### config.mk
export PLATFORM = sky130hd
export DESIGN_NAME = vrlt_ctrl
export DESIGN_NICKNAME = d
export VERILOG_FILES = /design/src/rtl/vrlt_pkg.sv /design/src/rtl/vrlt_ctrl.sv
export SDC_FILE = /design/constraint.sdc
export NUM_CORES = 1
export LEC_CHECK = 0
export BUFFER_PORTS_ARGS = -buffer_cell sky130_fd_sc_hd__buf_2
export CAP_MARGIN = 10
export CORE_AREA = 3 3 40 42
export CTS_CLUSTER_DIAMETER = 200
export DETAILED_ROUTE_END_ITERATION = 10
export DIE_AREA = 0 0 43 45
export GPL_TIMING_DRIVEN = 0
export PLACE_DENSITY = 0.42
export REMOVE_ABC_BUFFERS = 1
export SYNTH_ARGS = -nofsm -noshare
export SYNTH_HDL_FRONTEND = slang
export SYNTH_SLANG_ARGS = --single-unit
### constraint.sdc
create_clock -name clock -period 3.9 [get_ports clock]
set_clock_uncertainty 0.2 [all_clocks]
set_input_delay 0.78 -clock clock [delete_from_list [all_inputs] [get_ports clock]]
set_output_delay 0.78 -clock clock [all_outputs]
set_load 0.05 [all_outputs]
### src/rtl/vrlt_pkg.sv
// Shared types and constants of the voxel run-length table.
`default_nettype none
package vrlt_pkg;

   localparam int EDGE_W   = 5;
   localparam int INDEX_W  = 12;
   localparam int VOXEL_W  = 16;
   localparam int STATUS_W = 3;
   localparam int START_W  = 13;
   localparam int TYPE_W   = 16;
   localparam int TOTAL_W  = 13;

   localparam logic [EDGE_W-1:0] EDGE_RESET = 5'd16;

   localparam logic REQ_LOAD   = 1'b0;
   localparam logic REQ_LOOKUP = 1'b1;

   localparam logic [STATUS_W-1:0] ST_SAME     = 3'd0;
   localparam logic [STATUS_W-1:0] ST_NEW      = 3'd1;
   localparam logic [STATUS_W-1:0] ST_HIT      = 3'd2;
   localparam logic [STATUS_W-1:0] ST_REFUSED  = 3'd3;
   localparam logic [STATUS_W-1:0] ST_OVERFLOW = 3'd4;

   typedef struct packed {
      logic               req_type;
      logic [VOXEL_W-1:0] voxel_type;
      logic [INDEX_W-1:0] lookup_index;
   } req_word_type;

   typedef struct packed {
      logic [STATUS_W-1:0] status;
      logic [START_W-1:0]  run_start;
      logic [TYPE_W-1:0]   run_type;
      logic [TOTAL_W-1:0]  run_total;
   } rsp_word_type;

   typedef struct packed {
      logic latch;
      logic cfg_write;
      logic load_step;
      logic lookup_step;
      logic term_step;
      logic scan_step;
   } ctrl_cmd_type;

   typedef struct packed {
      logic is_lookup;
      logic overflow;
      logic final_voxel;
      logic refused;
      logic hit;
   } dp_status_type;

endpackage
`default_nettype wire

### src/rtl/vrlt_ctrl.sv
// Sequencer of the voxel run-length table: handshakes and datapath commands.
`default_nettype none
module vrlt_ctrl (
   input  logic                    clock,
   input  logic                    reset,
   input  logic                    start,
   input  logic                    csr_valid,
   input  vrlt_pkg::dp_status_type st,
   output logic                    busy,
   output logic                    csr_ready,
   output logic                    rsp_strobe,
   output vrlt_pkg::ctrl_cmd_type  cmd
);
   import vrlt_pkg::*;

   typedef enum logic [2:0] {
      S_SET1,
      S_SET2,
      S_IDLE,
      S_EXEC,
      S_TERM,
      S_SCAN
   } state_type;

   state_type state_ff, state_in;
   logic      strobe_ff, strobe_in;

   always_comb begin
      state_in  = state_ff;
      strobe_in = 1'b0;
      cmd       = '0;
      case (state_ff)
         S_SET1: begin
            state_in = S_SET2;
         end
         S_SET2: begin
            state_in = S_IDLE;
         end
         S_IDLE: begin
            if (start) begin
               cmd.latch = 1'b1;
               state_in  = S_EXEC;
            end else if (csr_valid) begin
               cmd.cfg_write = 1'b1;
               state_in      = S_SET1;
            end
         end
         S_EXEC: begin
            if (st.is_lookup) begin
               cmd.lookup_step = 1'b1;
               if (st.refused) begin
                  strobe_in = 1'b1;
                  state_in  = S_IDLE;
               end else begin
                  state_in = S_SCAN;
               end
            end else begin
               cmd.load_step = 1'b1;
               if (!st.overflow && st.final_voxel) begin
                  state_in = S_TERM;
               end else begin
                  strobe_in = 1'b1;
                  state_in  = S_IDLE;
               end
            end
         end
         S_TERM: begin
            cmd.term_step = 1'b1;
            strobe_in     = 1'b1;
            state_in      = S_IDLE;
         end
         S_SCAN: begin
            if (st.hit) begin
               strobe_in = 1'b1;
               state_in  = S_IDLE;
            end else begin
               cmd.scan_step = 1'b1;
            end
         end
         default: begin
            state_in = S_IDLE;
         end
      endcase
   end

   always_ff @(posedge clock) begin
      if (reset) begin
         state_ff  <= S_SET1;
         strobe_ff <= 1'b0;
      end else begin
         state_ff  <= state_in;
         strobe_ff <= strobe_in;
      end
   end

   assign busy       = (state_ff != S_IDLE);
   assign csr_ready  = (state_ff == S_IDLE) && !start;
   assign rsp_strobe = strobe_ff;

endmodule
`default_nettype wire

Yosys cells after proc, flatten, opt, wreduce, memory -nomap -nowiden
Index checks and enable logic that the tools add are counted.
Widths: inputs -> output; s select.
- register bits: 4
- latch bits: 0
- bits in writable memories: 0
- bits in read-only memories: 0
- word-level logic and storage cells: 37
- memories kept: 0
- $add $sub $neg: 0
- multipliers: 0
- div/mod/pow operators: 0
- $lt $le $gt $ge: 0
- equal/unequal tests: 7
- shifts and indexed selects: 0
- mux-type cells: 22
- bitwise operators: 0
- reduce and logical (&&, ||, !) cells: 6
- operators with widths (kind ; number):
    $mux 3 ; 6
    $mux 1 ; 12
    $pmux 3 s4 ; 1
    $eq 3x2->1 const B ; 2
    $eq 3x3->1 const B ; 2
    $mux 2 ; 2
    $logic_not 3->1 ; 1
    $ne 3x2->1 const B ; 1
    $ne 3x3->1 const B ; 1
    $pmux 1 s3 ; 1
    $logic_and 1x1->1 ; 2
    $logic_not 1->1 ; 2
    $ne 2x2->1 const B ; 1
    $reduce_and 2->1 ; 1

Depth between registers and ports, before layout
Gate-level depths: netlist of the first run.
- depth after elaboration: 5
- depth in mapped cells: 4
- gate-level depth less buffers: 4

Worst setup path before layout of the first run
No wires, ideal clock.
- path kind: flip-flop to output port
- start: register state_ff[0]
- end: output cmd[4] (netlist name)
- data arrival time: 2012 ps
- data required time: 2920 ps
- setup slack: 908 ps
- cell stages (with the launch flop): 4
- path through: dfxtp_1 -> nor2_1 -> nand2_1 -> nor3_1
- RTL lines (what ; line ; text):
    start, declared ; vrlt_ctrl.sv:25 ; state_type state_ff, state_in;
    start signal, assigned ; vrlt_ctrl.sv:91 ; state_ff <= state_in;
    end, declared ; vrlt_ctrl.sv:12 ; output vrlt_pkg::ctrl_cmd_type cmd

==> run metrics, run 1 <==
Site Rows 13; Max Freq 405.7 MHz; via count 322; pin count of the biggest net entering global routing 10; Seq/Total Area, Yosys 29.36%; worst hold margin 0.3933 ns; Final Instance Area 399.1 um2; leading cell type in the layout, fill and taps excluded buf_2; Max IR drop VDD 0.1491 mV; Seq. cell area 80.08 um2; proportion of synthesized area in mux cells 0%; CP required 2.92 ns; Resized cells post-CTS 0; largest family of logic cells by synthesized area simple AND/OR/NAND/NOR gates; worst-path maximum fanout 7; die area 0.001935 mm2; Final Hold Vio Count 0; DIE HEIGHT 45 um; antenna violations before repair 0; YS warnings 0; XOR/XNOR Fraction of Synth Area 0%; Final nets 68; status finished, final reports clean; CTS tree done; CP Class flip-flop to primary output; CTS Buf Count 3; number of global-route vias before repair 264; via/cell ratio 4.472; placed insts 69; PortBufs 17; synthesized flop and latch total 4; Final ANT Viol Nets 0; H-tree depth 1; hpwl dp 551.7 um; first-pass GRT wire length 1090 um; initial core utilization 21.23%; gp weighted congestion 0.6873; Unique masters post-synth 18; Leak 0.2052 nW; worst-skew pair later-pin latency 0.23 ns; Pwr per Cell Area 404.7 mW/mm2; ANT cells 0; DRC viols 0; max_slew headroom 81.09%; IO Pins 18; Reg2Reg Setup Slack 2.51 ns; CTS Hold Bufs 0; Initial DRT Pass Iterations 2; clk slew on worst S/H paths 0.04 ns; average size of a mapped cell 7.372 um2; footprint of the multi-input gates 177.7 um2; DR WL/cell 9.472 um; Yosys top cell by area dfxtp_1; WP data arrival 1.48 ns; commonest cells after routing, fill and taps aside buf_2, nor2_1, inv_1, dfxtp_1; post-synthesis compound-gate area fraction 22.02%; Placed Area 376.6 um2; RSZ-0062 raised after global routing false; CTS root buf clkbuf_4; final core utilization 31.06%; Post-Synth Adder-Cell Area 0%; top-area cell type share of the netlist area 29.36%; global-route total usage across every layer 7.737%; Post-Synth Simple-Gate Area 43.12%; Bufs on Longest Clock Path 2; share of layout cells above drive strength 1 36.84%; slowest stage cell, crit path dfxtp_1; nature of the critical path startpoint flip-flop; Post-CTS Setup Inserts 0; Iteration-0 DRC Markers 1; fin. max-slew vios 0; max incr delay on CP 0.43 ns; total core area 0.001285 mm2; Fill cells 149; Tightest Pin Transition 0.2807 ns; top cells by area, synth dfxtp_1, nor2b_1, a21oi_1; Critical Path Sink Type primary output; max-cap violations 0; period utilization 63.20%; critical-path cell list inv_1 > nor3b_1 > and2_1 > buf_2; Worst Hold Class flip-flop to flip-flop; min Tclk post-route 2.465 ns; DRT Wirelength 682 um; GRT overflow 0; Final setup viols 0; Cell Area, Synth 272.8 um2; clock sinks 4; Setup TNS Final 0 ns; Layout Area Growth over Synthesis 46.33%; Post-Layout Cell Count 72; Synth Instances 37; die width 43 um
[metrics by stage]
step	worst slack, ns	total power, mW
2_1_floorplan	0.9084	0.09545
3_3_place_gp	1.508	0.1131
3_5_place_dp	1.514	0.1118
4_1_cts	1.411	0.1653
5_1_grt	1.297	0.1746
6_report	1.435	0.1615
[cell families (layout without fill, tap and decap cells)]
group                  after synthesis  after routing
AOI/OAI and AO/OA                    9              9
buffers and inverters                4             24
DFF                                  4              4
and+or+nand+nor                     20             20
[flip-flops by register name (all words and copies together) (netlist names)]
signal      cells
rsp_strobe      1
state_ff        3
[worst max-delay path: cells and delay by family, from the launching register on]
family                 cells  cell delay [ns]
buffers and inverters      2             0.35
DFF                        1             0.43
and+or+nand+nor            2             0.47
[layout make-up]
type | count | area share (%)
Tap cell | 15 | 4.702
Clock buffer | 3 | 5.643
Multi-Input combinational cell | 29 | 44.51
Sequential cell | 4 | 20.06
Inverter | 4 | 3.762
Timing Repair Buffer | 17 | 21.32
[power breakdown]
group,switching (mW),internal [mW],total (mW)
sequential,0.00813,0.0461,0.0542
clock,0.0161,0.0344,0.0505
combinational,0.0380,0.0188,0.0568
[cell usage after synthesis]
cell      instances
or4_1             1
dfxtp_1           4
o21ai_0           3
and3_1            1
nor2b_1           3
nor3_1            1
o22ai_2           1
nor2_1            4
nand2_1           2
a21oi_1           3
nor3b_1           2
nand3b_1          2
nand2b_1          1
nor4b_1           1
and2_1            2
o311a_1           1
a211oi_1          1
inv_1             4
[final timing paths]
path,start,end,cells after the start
setup / recovery,state_ff[0],cmd[2],4
hold / removal,state_ff[1],state_ff[1],2
setup reg to reg,state_ff[1],state_ff[0],3
hold reg to reg,state_ff[1],state_ff[1],2
[metal layers]
metal,share of wire [%],global-route usage (%),vias up
met3,9.7,5.976,0
met2,43,10.18,14
met5,0,0,-
met1,47,9.856,135
li1,-,-,173
met4,0,1.807,0
No activity file was read; power rests on OpenSTA's default activity.
==> run 2, diff against run 1 <==
Settings changed: ABC_AREA set to 1, PLACE_DENSITY 0.42 to 0.45.
Clock period 3.9 ns to 2.1 ns, I/O delays scaled along.
==> run metrics, run 2 <==
status finished, final reports clean; Max IR drop VDD 0.2327 mV (+56%); switching portion of total power 40.74% (+2.2 points); Clk network pwr share 31.6% (+0.3 points); synth cell count leaders inv_1, nor2_1, nand2_1; met2 wire len 382 um (+30%); top-area cell type share of the netlist area 27.71% (-1.7 points); Resized cells post-CTS 0 (unchanged); share of layout cells above drive strength 1 45.45% (+8.6 points); clock sinks 4 (unchanged); CTS tree done; DRC viols 0 (unchanged); Seq/Total Area, Yosys 27.71% (-1.7 points); number of global-route vias before repair 303 (+15%); Fill cells 159 (+6.7%); worst-path maximum fanout 6 (-1); via/cell ratio 4.185 (-6.4%); Final setup viols 0 (unchanged); initial core utilization 22.49% (+1.3 points); worst-skew pair later-pin latency 0.23 ns (about the same); footprint of the multi-input gates 167.7 um2 (-5.6%); Max Freq 521.9 MHz; Int Pwr 0.1838 mW (+85%); CP required 1.48 ns (-1.44 ns); die area 0.001935 mm2 (unchanged); Leak 0.2290 nW (+12%); total core area 0.001285 mm2 (unchanged); Bufs on Longest Clock Path 2 (unchanged); max_slew headroom 83.39% (+2.3 points); Tightest Pin Transition 0.2488 ns (-0.03186 ns); Initial DRT Pass Iterations 2 (unchanged); Unique masters post-synth 15 (-3); via count 339 (+5.3%); pin count of the biggest net entering global routing 7 (-3); top cells by area, synth dfxtp_1, inv_1, nor2_1; gp weighted congestion 0.6964 (+1.3%); Synth Instances 46 (+24%); RSZ-0062 raised after global routing false; CTS Buf Count 3 (unchanged); Reg2Reg Setup Slack 0.86 ns (-1.65 ns); WL met3 49 um (-26%); GRT overflow 0 (unchanged); Iteration-0 DRC Markers 6 (+5); switching power total 0.1264 mW (+100%); IO Pins 18 (unchanged); final core utilization 32.33% (+1.3 points); share of power burned in registers 31.8% (-1.8 points); Cell Area, Synth 289.0 um2 (+6.0%); DRT Wirelength 711 um (+4.3%); max-cap violations 0 (unchanged); M1 wire length 278 um (-14%); top_reg_cell synth dfxtp_1; PortBufs 17 (unchanged); CTS root buf clkbuf_4; period utilization 91.25%; Site Rows 13 (unchanged); DR WL/cell 8.778 um (-7.3%); fin worst setup slack 0.1838 ns (-1.252 ns); Largest Register state_ff; Seq. cell area 80.08 um2 (unchanged); Final ANT Viol Nets 0 (unchanged); first-pass GRT wire length 1173 um (+7.6%); CP Class flip-flop to primary output; CTS Hold Bufs 0 (unchanged); YS warnings 0 (unchanged); global-route total usage across every layer 8.403% (+0.67 points); min Tclk post-route 1.916 ns; nature of the critical path startpoint flip-flop; Final Instance Area 415.4 um2 (+4.1%); Worst Hold Class primary input to flip-flop; commonest cells after routing, fill and taps aside buf_2, inv_1, nor2_1; Layout Area Growth over Synthesis 43.72%; leading cell type in the layout, fill and taps excluded buf_2; antenna violations before repair 0 (unchanged); Pwr per Cell Area 746.7 mW/mm2 (+85%); clk slew on worst S/H paths 0.04 ns (about the same); Comb power frac 36.5% (+1.3 points); H-tree depth 1 (unchanged); average size of a mapped cell 6.283 um2 (-15%); Post-Place Setup Slack 0.4399 ns (-1.074 ns); highest routed layer met3; asr flop ratio synth 0% (unchanged); Post-CTS Setup Inserts 0 (unchanged); die width 43 um (unchanged); Yosys top cell by area dfxtp_1; max reg flops 3 (unchanged); EDFF count, synth 0 (unchanged); Final nets 77 (+13%); Placed Area 392.9 um2 (+4.3%); fin. max-slew vios 0 (unchanged); DIE HEIGHT 45 um (unchanged); WP data arrival 1.30 ns (-0.18 ns); ANT cells 0 (unchanged); Critical Path Sink Type primary output; hpwl dp 548.7 um (-0.54%); Final Hold Vio Count 0 (unchanged); synthesized flop and latch total 4 (unchanged)
## run 2: cell types whose count changed after synthesis, moves of 3 or more
cell,change
inv_1,+3
inv_2,+4
nand2_1,+3
nand3_1,+4
nor2_1,+3
nor2b_1,-3
o21ai_0,-3
## run 2: kinds of logic after synthesis
logic type	count (synthesis)	share of synthesized area [%]
AND/OR/NAND/NOR	25	44.16
buffers and inverters	11	14.29
flip-flops	4	27.71
AO/OA/AOI/OAI	6	13.85
## run 2: layer usage
layer	GRT usage (%)	vias to the layer above
met2	14.97	9
li1	-	187
met4	5.422	0
met1	8.413	143
met3	2.789	0
met5	0	-
## run 2: worst max-delay path: stages, from the launching register on
cell and delay [ns]:
dfxtp_1 0.37, inv_2 0.11, nand3_1 0.10, nor3b_1 0.19, buf_2 0.29
## run 2: worst paths after layout
kind | startpoint | endpoint | cells past startpoint
setup / recovery | state_ff[0] | cmd[4] | 4
hold / removal | reset | state_ff[2] | 2
setup reg to reg | state_ff[0] | state_ff[1] | 5
hold reg to reg | state_ff[2] | rsp_strobe | 2
## run 2: cell type report
type                            instances  area share, %
Timing Repair Buffer                   17          20.48
Inverter                               11          9.940
Sequential cell                         4          19.28
Clock buffer                            3          5.422
Multi-Input combinational cell         31          40.36
Tap cell                               15          4.518
## run 2: through the flow
step | power [mW] | hold WS (ns) | TNS, ns | cells
CTS | 0.3133 | 0.1762 | 0 | 81
global placement | 0.2156 | 0.3875 | 0 | 78
global route | 0.3351 | 0.1791 | 0 | 81
detailed placement | 0.2136 | 0.3719 | 0 | 78
finish | 0.3102 | 0.1816 | 0 | 81
floorplan | 0.1849 | 0.2824 | -0.9692 | 46
## run 2: power by group through the flow
stage | Clock, mW | Combinational [mW] | Sequential, mW
global placement | 0 | 0.115 | 0.101
CTS | 0.100 | 0.114 | 0.0988
global route | 0.109 | 0.125 | 0.102
detailed placement | 0 | 0.114 | 0.0998
finish | 0.0981 | 0.113 | 0.0987
floorplan | 0 | 0.0844 | 0.101
